==> config.mk <==
export PLATFORM = sky130hd
export DESIGN_NAME = signed_integer_to_decimal_ascii_core
export DESIGN_NICKNAME = d
export VERILOG_FILES = /design/src/hw/rtl/sitda_pkg.sv /design/src/hw/rtl/sitda_dabble_stage.sv /design/src/hw/rtl/sitda_count_stage.sv /design/src/hw/rtl/sitda_emitter.sv /design/src/hw/rtl/signed_integer_to_decimal_ascii_core.sv
export SDC_FILE = /design/constraint.sdc
export NUM_CORES = 2
export LEC_CHECK = 0
export ABC_AREA = 1
export BUFFER_PORTS_ARGS = -buffer_cell sky130_fd_sc_hd__buf_2
export CORE_MARGIN = 4
export CORE_UTILIZATION = 34
export DETAILED_ROUTE_END_ITERATION = 12
export PLACE_DENSITY_LB_ADDON = 0.1
export SETUP_SLACK_MARGIN = 0.1
export SLEW_MARGIN = 20
export SYNTH_ARGS = -nofsm -noshare
export SYNTH_HDL_FRONTEND = slang
export SYNTH_SLANG_ARGS = --single-unit
==> constraint.sdc <==
create_clock -name clk -period 7.1 [get_ports clk]
set_input_delay 0.355 -clock clk [delete_from_list [all_inputs] [get_ports clk]]
set_output_delay 0.355 -clock clk [all_outputs]
set_load 0.005 [all_outputs]
==> src/hw/rtl/sitda_pkg.sv <==
// Shared constants and types of the decimal text converter.
`default_nettype none

package sitda_pkg;

  localparam int VALUE_W        = 64;
  localparam int CHAR_W         = 6;
  localparam int VALUE_BITS     = 64;
  localparam int MAX_DIGITS     = 19;
  localparam int BITS_PER_STAGE = 8;
  localparam int NUM_STAGES     = (VALUE_BITS + BITS_PER_STAGE - 1) / BITS_PER_STAGE;
  localparam int MAG_W          = NUM_STAGES * BITS_PER_STAGE;
  localparam int BCD_W          = 4 * MAX_DIGITS;
  localparam int CNT_W          = $clog2(MAX_DIGITS + 1);
  localparam int IDX_W          = $clog2(MAX_DIGITS);

  localparam logic [CHAR_W-1:0] CH_MINUS = CHAR_W'(45);
  localparam logic [CHAR_W-1:0] CH_ZERO  = CHAR_W'(48);
  localparam logic [CHAR_W-1:0] CH_NINE  = CHAR_W'(57);

  localparam logic [3:0] DIGIT_FIVE = 4'd5;
  localparam logic [3:0] DIGIT_ADJ  = 4'd3;

  typedef logic [MAX_DIGITS-1:0][3:0] bcd_t;

  // Item in flight through the conversion stages.
  typedef struct packed {
    logic             neg;
    logic             ovf;
    bcd_t             bcd;
    logic [MAG_W-1:0] mag;
  } dd_t;

  // Converted number ready for the character stream.
  typedef struct packed {
    logic             neg;
    bcd_t             bcd;
    logic [CNT_W-1:0] cnt;
  } num_t;

endpackage

`default_nettype wire

==> src/hw/rtl/sitda_dabble_stage.sv <==
// One registered shift-and-add-three stage of the binary to BCD conversion.
`default_nettype none

module sitda_dabble_stage
  import sitda_pkg::*;
(
  input  logic clk,
  input  logic rst_n,
  input  logic up_valid,
  output logic up_ready,
  input  dd_t  up_data,
  output logic dn_valid,
  input  logic dn_ready,
  output dd_t  dn_data
);

  logic valid_r;
  dd_t  data_r;
  dd_t  data_nxt;

  always_comb begin
    logic [BCD_W:0] flat;
    data_nxt = up_data;
    flat     = '0;
    for (int s = 0; s < BITS_PER_STAGE; s++) begin
      for (int d = 0; d < MAX_DIGITS; d++) begin
        if (data_nxt.bcd[d] >= DIGIT_FIVE) begin
          data_nxt.bcd[d] = data_nxt.bcd[d] + DIGIT_ADJ;
        end
      end
      // a carry out of the top digit means the lowest digits are all we keep
      data_nxt.ovf = data_nxt.ovf | data_nxt.bcd[MAX_DIGITS-1][3];
      flat         = {data_nxt.bcd, data_nxt.mag[MAG_W-1]};
      data_nxt.bcd = flat[BCD_W-1:0];
      data_nxt.mag = {data_nxt.mag[MAG_W-2:0], 1'b0};
    end
  end

  assign up_ready = !valid_r || dn_ready;
  assign dn_valid = valid_r;
  assign dn_data  = data_r;

  always_ff @(posedge clk) begin
    if (!rst_n) begin
      valid_r <= 1'b0;
    end else if (up_ready) begin
      valid_r <= up_valid;
    end
  end

  always_ff @(posedge clk) begin
    if (up_valid && up_ready) begin
      data_r <= data_nxt;
    end
  end

endmodule

`default_nettype wire

==> src/hw/rtl/sitda_count_stage.sv <==
// Registered stage that finds how many digits a converted number shows.
`default_nettype none

module sitda_count_stage
  import sitda_pkg::*;
(
  input  logic clk,
  input  logic rst_n,
  input  logic up_valid,
  output logic up_ready,
  input  dd_t  up_data,
  output logic dn_valid,
  input  logic dn_ready,
  output num_t dn_data
);

  logic valid_r;
  num_t data_r;
  num_t data_nxt;

  always_comb begin
    data_nxt.neg = up_data.neg;
    data_nxt.bcd = up_data.bcd;
    data_nxt.cnt = CNT_W'(1);
    for (int i = 1; i < MAX_DIGITS; i++) begin
      if (up_data.bcd[i] != 4'd0) begin
        data_nxt.cnt = CNT_W'(i + 1);
      end
    end
    // truncated: every kept digit is shown, leading zeros too
    if (up_data.ovf) begin
      data_nxt.cnt = CNT_W'(MAX_DIGITS);
    end
  end

  assign up_ready = !valid_r || dn_ready;
  assign dn_valid = valid_r;
  assign dn_data  = data_r;

  always_ff @(posedge clk) begin
    if (!rst_n) begin
      valid_r <= 1'b0;
    end else if (up_ready) begin
      valid_r <= up_valid;
    end
  end

  always_ff @(posedge clk) begin
    if (up_valid && up_ready) begin
      data_r <= data_nxt;
    end
  end

endmodule

`default_nettype wire

==> src/hw/rtl/sitda_emitter.sv <==
// Character sequencer: holds one number and streams its text through an output register.
`default_nettype none

module sitda_emitter
  import sitda_pkg::*;
(
  input  logic              clk,
  input  logic              rst_n,
  input  logic              up_valid,
  output logic              up_ready,
  input  num_t              up_data,
  output logic              out_valid,
  input  logic              out_ready,
  output logic [CHAR_W-1:0] out_character,
  output logic              out_last
);

  bcd_t              digits_r;
  logic [CNT_W-1:0]  left_r;
  logic [CNT_W-1:0]  left_nxt;
  logic              sign_r;
  logic              sign_nxt;
  logic              out_valid_r;
  logic [CHAR_W-1:0] out_char_r;
  logic              out_last_r;

  logic              busy;
  logic              out_free;
  logic              fire;
  logic              done;
  logic              load;
  logic [CNT_W-1:0]  left_m1;
  logic [IDX_W-1:0]  idx;
  logic [3:0]        digit;
  logic [CHAR_W-1:0] char_nxt;
  logic              last_nxt;

  assign busy     = sign_r || (left_r != '0);
  assign out_free = !out_valid_r || out_ready;
  assign fire     = busy && out_free;
  assign left_m1  = left_r - CNT_W'(1);
  assign idx      = left_m1[IDX_W-1:0];
  assign digit    = digits_r[idx];

  always_comb begin
    if (sign_r) begin
      char_nxt = CH_MINUS;
      last_nxt = 1'b0;
      sign_nxt = 1'b0;
      left_nxt = left_r;
    end else begin
      char_nxt = CH_ZERO + CHAR_W'(digit);
      last_nxt = (left_r == CNT_W'(1));
      sign_nxt = 1'b0;
      left_nxt = left_m1;
    end
  end

  // take the next number while idle or in the cycle that sends the last character
  assign done     = !busy || (fire && last_nxt);
  assign load     = up_valid && done;
  assign up_ready = done;

  always_ff @(posedge clk) begin
    if (!rst_n) begin
      sign_r      <= 1'b0;
      left_r      <= '0;
      out_valid_r <= 1'b0;
    end else begin
      if (load) begin
        sign_r <= up_data.neg;
        left_r <= up_data.cnt;
      end else if (fire) begin
        sign_r <= sign_nxt;
        left_r <= left_nxt;
      end
      if (fire) begin
        out_valid_r <= 1'b1;
      end else if (out_ready) begin
        out_valid_r <= 1'b0;
      end
    end
  end

  always_ff @(posedge clk) begin
    if (load) begin
      digits_r <= up_data.bcd;
    end
    if (fire) begin
      out_char_r <= char_nxt;
      out_last_r <= last_nxt;
    end
  end

  assign out_valid     = out_valid_r;
  assign out_character = out_char_r;
  assign out_last      = out_last_r;

endmodule

`default_nettype wire

==> src/hw/rtl/signed_integer_to_decimal_ascii_core.sv <==
// Path: entry register, dabble stages, count stage, emitter, output register. Numbers enter the
// pipe every cycle unless it stalls. Throughput: one character per cycle while out_ready is high,
// set by the single output register; a number is 1 to 20 characters (digits plus minus sign).
// Reset: rst_n (synchronous, active low) empties every stage and the output register;
// digit payloads are not cleared.
`default_nettype none

module signed_integer_to_decimal_ascii_core
  import sitda_pkg::*;
(
  input  logic                clk,
  input  logic                rst_n,
  input  logic                in_valid,
  output logic                in_ready,
  input  logic [VALUE_W-1:0]  in_value,
  output logic                out_valid,
  input  logic                out_ready,
  output logic [CHAR_W-1:0]   out_character,
  output logic                out_last
);

  // Entry stage: keep the low VALUE_BITS bits, take the sign and form an unsigned
  // magnitude. Treating the magnitude as unsigned converts the most negative value
  // correctly, since 2^(VALUE_BITS-1) still fits in VALUE_BITS bits.
  logic [VALUE_BITS-1:0] raw;
  logic                  neg;
  logic [VALUE_BITS-1:0] mag_abs;
  dd_t                   entry_nxt;
  dd_t                   entry_r;
  logic                  entry_valid_r;

  assign raw     = in_value[VALUE_BITS-1:0];
  assign neg     = raw[VALUE_BITS-1];
  assign mag_abs = neg ? (VALUE_BITS'(0) - raw) : raw;

  always_comb begin
    entry_nxt.neg = neg;
    entry_nxt.ovf = 1'b0;
    entry_nxt.bcd = '0;
    entry_nxt.mag = MAG_W'(mag_abs);
  end

  // Conversion pipe: the magnitude is shifted into a BCD register, BITS_PER_STAGE
  // bits per stage. Each stage holds its own valid bit and stalls only when the
  // stage below is full and not advancing.
  logic              ch_valid [NUM_STAGES+1];
  logic              ch_ready [NUM_STAGES+1];
  dd_t               ch_data  [NUM_STAGES+1];

  assign in_ready    = !entry_valid_r || ch_ready[0];
  assign ch_valid[0] = entry_valid_r;
  assign ch_data[0]  = entry_r;

  always_ff @(posedge clk) begin
    if (!rst_n) begin
      entry_valid_r <= 1'b0;
    end else if (in_ready) begin
      entry_valid_r <= in_valid;
    end
  end

  always_ff @(posedge clk) begin
    if (in_valid && in_ready) begin
      entry_r <= entry_nxt;
    end
  end

  for (genvar g = 0; g < NUM_STAGES; g++) begin : g_dabble
    sitda_dabble_stage u_stage (
      .clk      (clk),
      .rst_n    (rst_n),
      .up_valid (ch_valid[g]),
      .up_ready (ch_ready[g]),
      .up_data  (ch_data[g]),
      .dn_valid (ch_valid[g+1]),
      .dn_ready (ch_ready[g+1]),
      .dn_data  (ch_data[g+1])
    );
  end

  // Digit count: find the most significant non-zero digit; zero shows one digit.
  logic num_valid;
  logic num_ready;
  num_t num_data;

  sitda_count_stage u_count (
    .clk      (clk),
    .rst_n    (rst_n),
    .up_valid (ch_valid[NUM_STAGES]),
    .up_ready (ch_ready[NUM_STAGES]),
    .up_data  (ch_data[NUM_STAGES]),
    .dn_valid (num_valid),
    .dn_ready (num_ready),
    .dn_data  (num_data)
  );

  // Character stream: minus sign first where negative, then digits most significant
  // first, last marked on the final digit. The output register lets the pipe keep
  // filling while a character waits for its transfer.
  sitda_emitter u_emit (
    .clk           (clk),
    .rst_n         (rst_n),
    .up_valid      (num_valid),
    .up_ready      (num_ready),
    .up_data       (num_data),
    .out_valid     (out_valid),
    .out_ready     (out_ready),
    .out_character (out_character),
    .out_last      (out_last)
  );

endmodule

`default_nettype wire

==> flow_metrics.py <==
metrics = {
    "outcome": {
        "status": "finished clean",
    },
    "global_routing": {
        "grt_use_total": 0.131,
        "grt_first_pass_wirelength_um": 352000,
        "overflow": 0,
        "grt_pass1_vias": 80787,
        "antenna_found_initial": 2,
        "grt_max_degree": 79,
    },
    "route": {
        "routed_wl_um": 203000,
        "detailroute.via_count": 87642,
        "antenna_left": 0,
        "drtPass1Iterations": 8,
        "vias_per_cell": 4.50,
        "drc": 0,
        "post_drt_wl_per_cell_um": 10.4,
        "drtIter0Drc": 3117,
    },
    "sta": {
        "finClkSkew_ps": 109,
        "fmax_mhz": 150,
        "rsz0062_at_grt": "true",
        "fin_crit_ps": 6650,
        "maxSlewHeadroom": 0.327,
        "hold_viol_final": 0,
        "setup_viol": 0,
        "worstMarginPinSlew_ps": 1010,
        "whs_ps": 101,
        "drv_slew": 0,
        "period_share": 0.936,
    },
    "layout": {
        "fillCellCount": 31001,
        "area_delta_synth_final_pct": 14.5,
        "fin_nets": 16442,
        "layout-drive-gt1-share": 0.176,
        "final_cells": 19487,
    },
    "clock_network": {
        "cts_max_level": 3,
        "clk_pin_slew_ps": 60,
        "cts_made_buffers": 115,
        "cts.sinks": 849,
        "cts_root_buf": "clkbuf_16",
        "clock_path_buffers": 4,
        "cts_tree": "done",
        "insertion_delay_ps": 880,
    },
    "critical_path": {
        "cp.arrival_ps": 7170,
        "critPathRequiredTime_ps": 7630,
        "worstSetupEndpointType": "register",
        "slowest_delay_ps": 430,
        "cp-start-kind": "register",
        "crit_type": "register to register",
        "cp_common_cell": "nand2_2",
        "path_max_fanout": 4,
        "slowest_stage": "edfxtp_1",
    },
    "floorplanning": {
        "fp.dieW_um": 552,
        "coreArea_um2": 294000,
        "fp.dieArea_um2": 304000,
        "pin_count": 77,
        "start_util": 0.342,
        "die_y_um": 552,
        "row_count": 199,
    },
    "synth": {
        "ys_warn_count": 0,
        "netlist_area_um2": 100000,
        "synthCells": 14923,
        "synthesis.nets": 15892,
        "synth_area_per_cell_um2": 6.73,
        "synth-main-ff-cell": "edfxtp_1",
        "async_flop_share": 0,
        "ys_types": 77,
        "yosysSeqAreaShare": 0.252,
        "synth-seq-cells": 849,
        "synth_edf_count": 832,
    },
    "placed_design": {
        "place_congestion": 0.774,
        "hpwl_um": 163000,
        "dp_cells": 19046,
        "io_buffer_count": 75,
    },
    "min_path": {
        "min_path_type": "primary input to register",
    },
    "job": {
        "maxCapViolations": 0,
    },
}
==> cells by family after synthesis <==
logic type | count (synthesis) | synth area share
xor gates and xnor gates | 349 | 0.0393
adders and majority gates | 901 | 0.112
other | 1 | 0.0000373
DFF | 849 | 0.252
AOI/OAI and AO/OA | 1310 | 0.0814
buffers and inverters | 2927 | 0.109
muxes | 4 | 0.000411
and+or+nand+nor | 8582 | 0.405
==> metrics by stage <==
step / area [µm²] / setup TNS, ps / worst slack, ps / util
after floorplan: 100000 / 0 / 166 / -
after global placement: 107000 / -10.5 / -10.5 / 0.363
after detailed placement: 107000 / -124 / -40.5 / 0.363
after CTS: 112000 / 0 / 92.1 / 0.379
after global routing: 115000 / -88.6 / -18.4 / 0.391
final: 115000 / 0 / 454 / 0.391
==> synth_stat cells (140+ instances only) <==
| master | count | share of area |
|---|---|---|
| inv_1 | 2755 | 0.10 |
| o21ai_1 | 202 | 0.010 |
| and2_1 | 242 | 0.015 |
| inv_2 | 140 | 0.0052 |
| edfxtp_1 | 832 | 0.25 |
| xor2_1 | 192 | 0.017 |
| a21o_1 | 152 | 0.011 |
| o21ai_2 | 155 | 0.014 |
| nand3_1 | 1645 | 0.082 |
| nand3_2 | 247 | 0.025 |
| nand4_1 | 359 | 0.022 |
| o21ai_0 | 398 | 0.020 |
| a21oi_1 | 201 | 0.010 |
| ha_1 | 901 | 0.11 |
| nand2_2 | 615 | 0.038 |
| nor2_1 | 521 | 0.019 |
| nand2_1 | 4529 | 0.17 |
==> state kept, by name (all words and copies together), names as in the netlist <==
register,count
u_count.dn_valid,1
u_emit.out_character,5
entry_valid_r,1
u_emit.sign_r,1
ch_data,65
u_emit.digits_r,76
g_dabble.u_stage.dn_data,603
u_emit.out_valid,1
u_emit.out_last,1
u_count.dn_data,82
u_emit.left_r,5
g_dabble.u_stage.dn_valid,8
==> final timing paths <==
| path | startpoint | end | slack [ps] | cells past startpoint |
|---|---|---|---|---|
| worst max register to register | g_dabble[2].u_stage.dn_data[64] | g_dabble[3].u_stage.dn_data[69] | 450 | 44 |
| worst min register to register | g_dabble[3].u_stage.dn_data[141] | g_dabble[4].u_stage.dn_data[141] | 350 | 0 |
| worst max-delay path | g_dabble[2].u_stage.dn_data[64] | g_dabble[3].u_stage.dn_data[69] | 450 | 44 |
| worst min-delay path | in_value[1] | ch_data[1137] | 100 | 3 |
==> final cells by class <==
class | count | area (µm²) | area share
well taps | 3919 | 4900 | 0.0426
flip-flops and latches | 849 | 25300 | 0.220
multi-input cells | 11147 | 66600 | 0.579
clock inverters | 87 | 891 | 0.00774
diodes | 1 | 2.50 | 0.0000218
repair buffers | 457 | 3440 | 0.0299
clock buffers | 124 | 2930 | 0.0255
inverters | 2903 | 10900 | 0.0948
==> cells in the final DEF, fill, tap and decap left out, drive strengths merged, types with 23 or more instances in the layout <==
| master | n |
|---|---|
| a31o | 34 |
| o22ai | 23 |
| clkbuf | 124 |
| buf | 383 |
| nand3b | 99 |
| dlygate4sd3 | 74 |
| a21o | 164 |
| nand3 | 1900 |
| nand4 | 359 |
| nand2 | 5206 |
| or2 | 68 |
| xor2 | 283 |
| inv | 2906 |
| ha | 901 |
| xnor2 | 66 |
| a21oi | 217 |
| nor2 | 539 |
| clkinv | 56 |
| o21ai | 764 |
| nor3 | 28 |
| o211ai | 39 |
| nor4 | 26 |
| edfxtp | 832 |
| and2 | 342 |
==> critical path, delay by kind of cell, from the launching register on <==
kind                     cells  cell delay [ps]
buffers and inverters        9              640
AND/OR/NAND/NOR             16             1850
XOR/XNOR                     6             1160
AO/OA/AOI/OAI                5              810
flip-flops                   1              430
adder cells (fa/ha/maj)      8             1500
==> what timing repair did <==
item,4_1_cts,5_1_grt
hold buffers,74,0
endpoints found under the hold margin,68,0
resized for setup,20,685
endpoints found under the setup margin,35,242
setup buffers,5,150
pin swaps,2,207
==> per-layer routing <==
metal / up-vias / part of all wire / GRT usage
met5: - / 0 / 0
met4: 0 / 0.022 / 0.0309
met3: 201 / 0.016 / 0.0112
met2: 396 / 0.49 / 0.244
met1: 37937 / 0.47 / 0.161
li1: 49108 / - / -
Power is not shown: default switching activity piles up to over one toggle a cycle in this logic, so the estimate is an artifact.
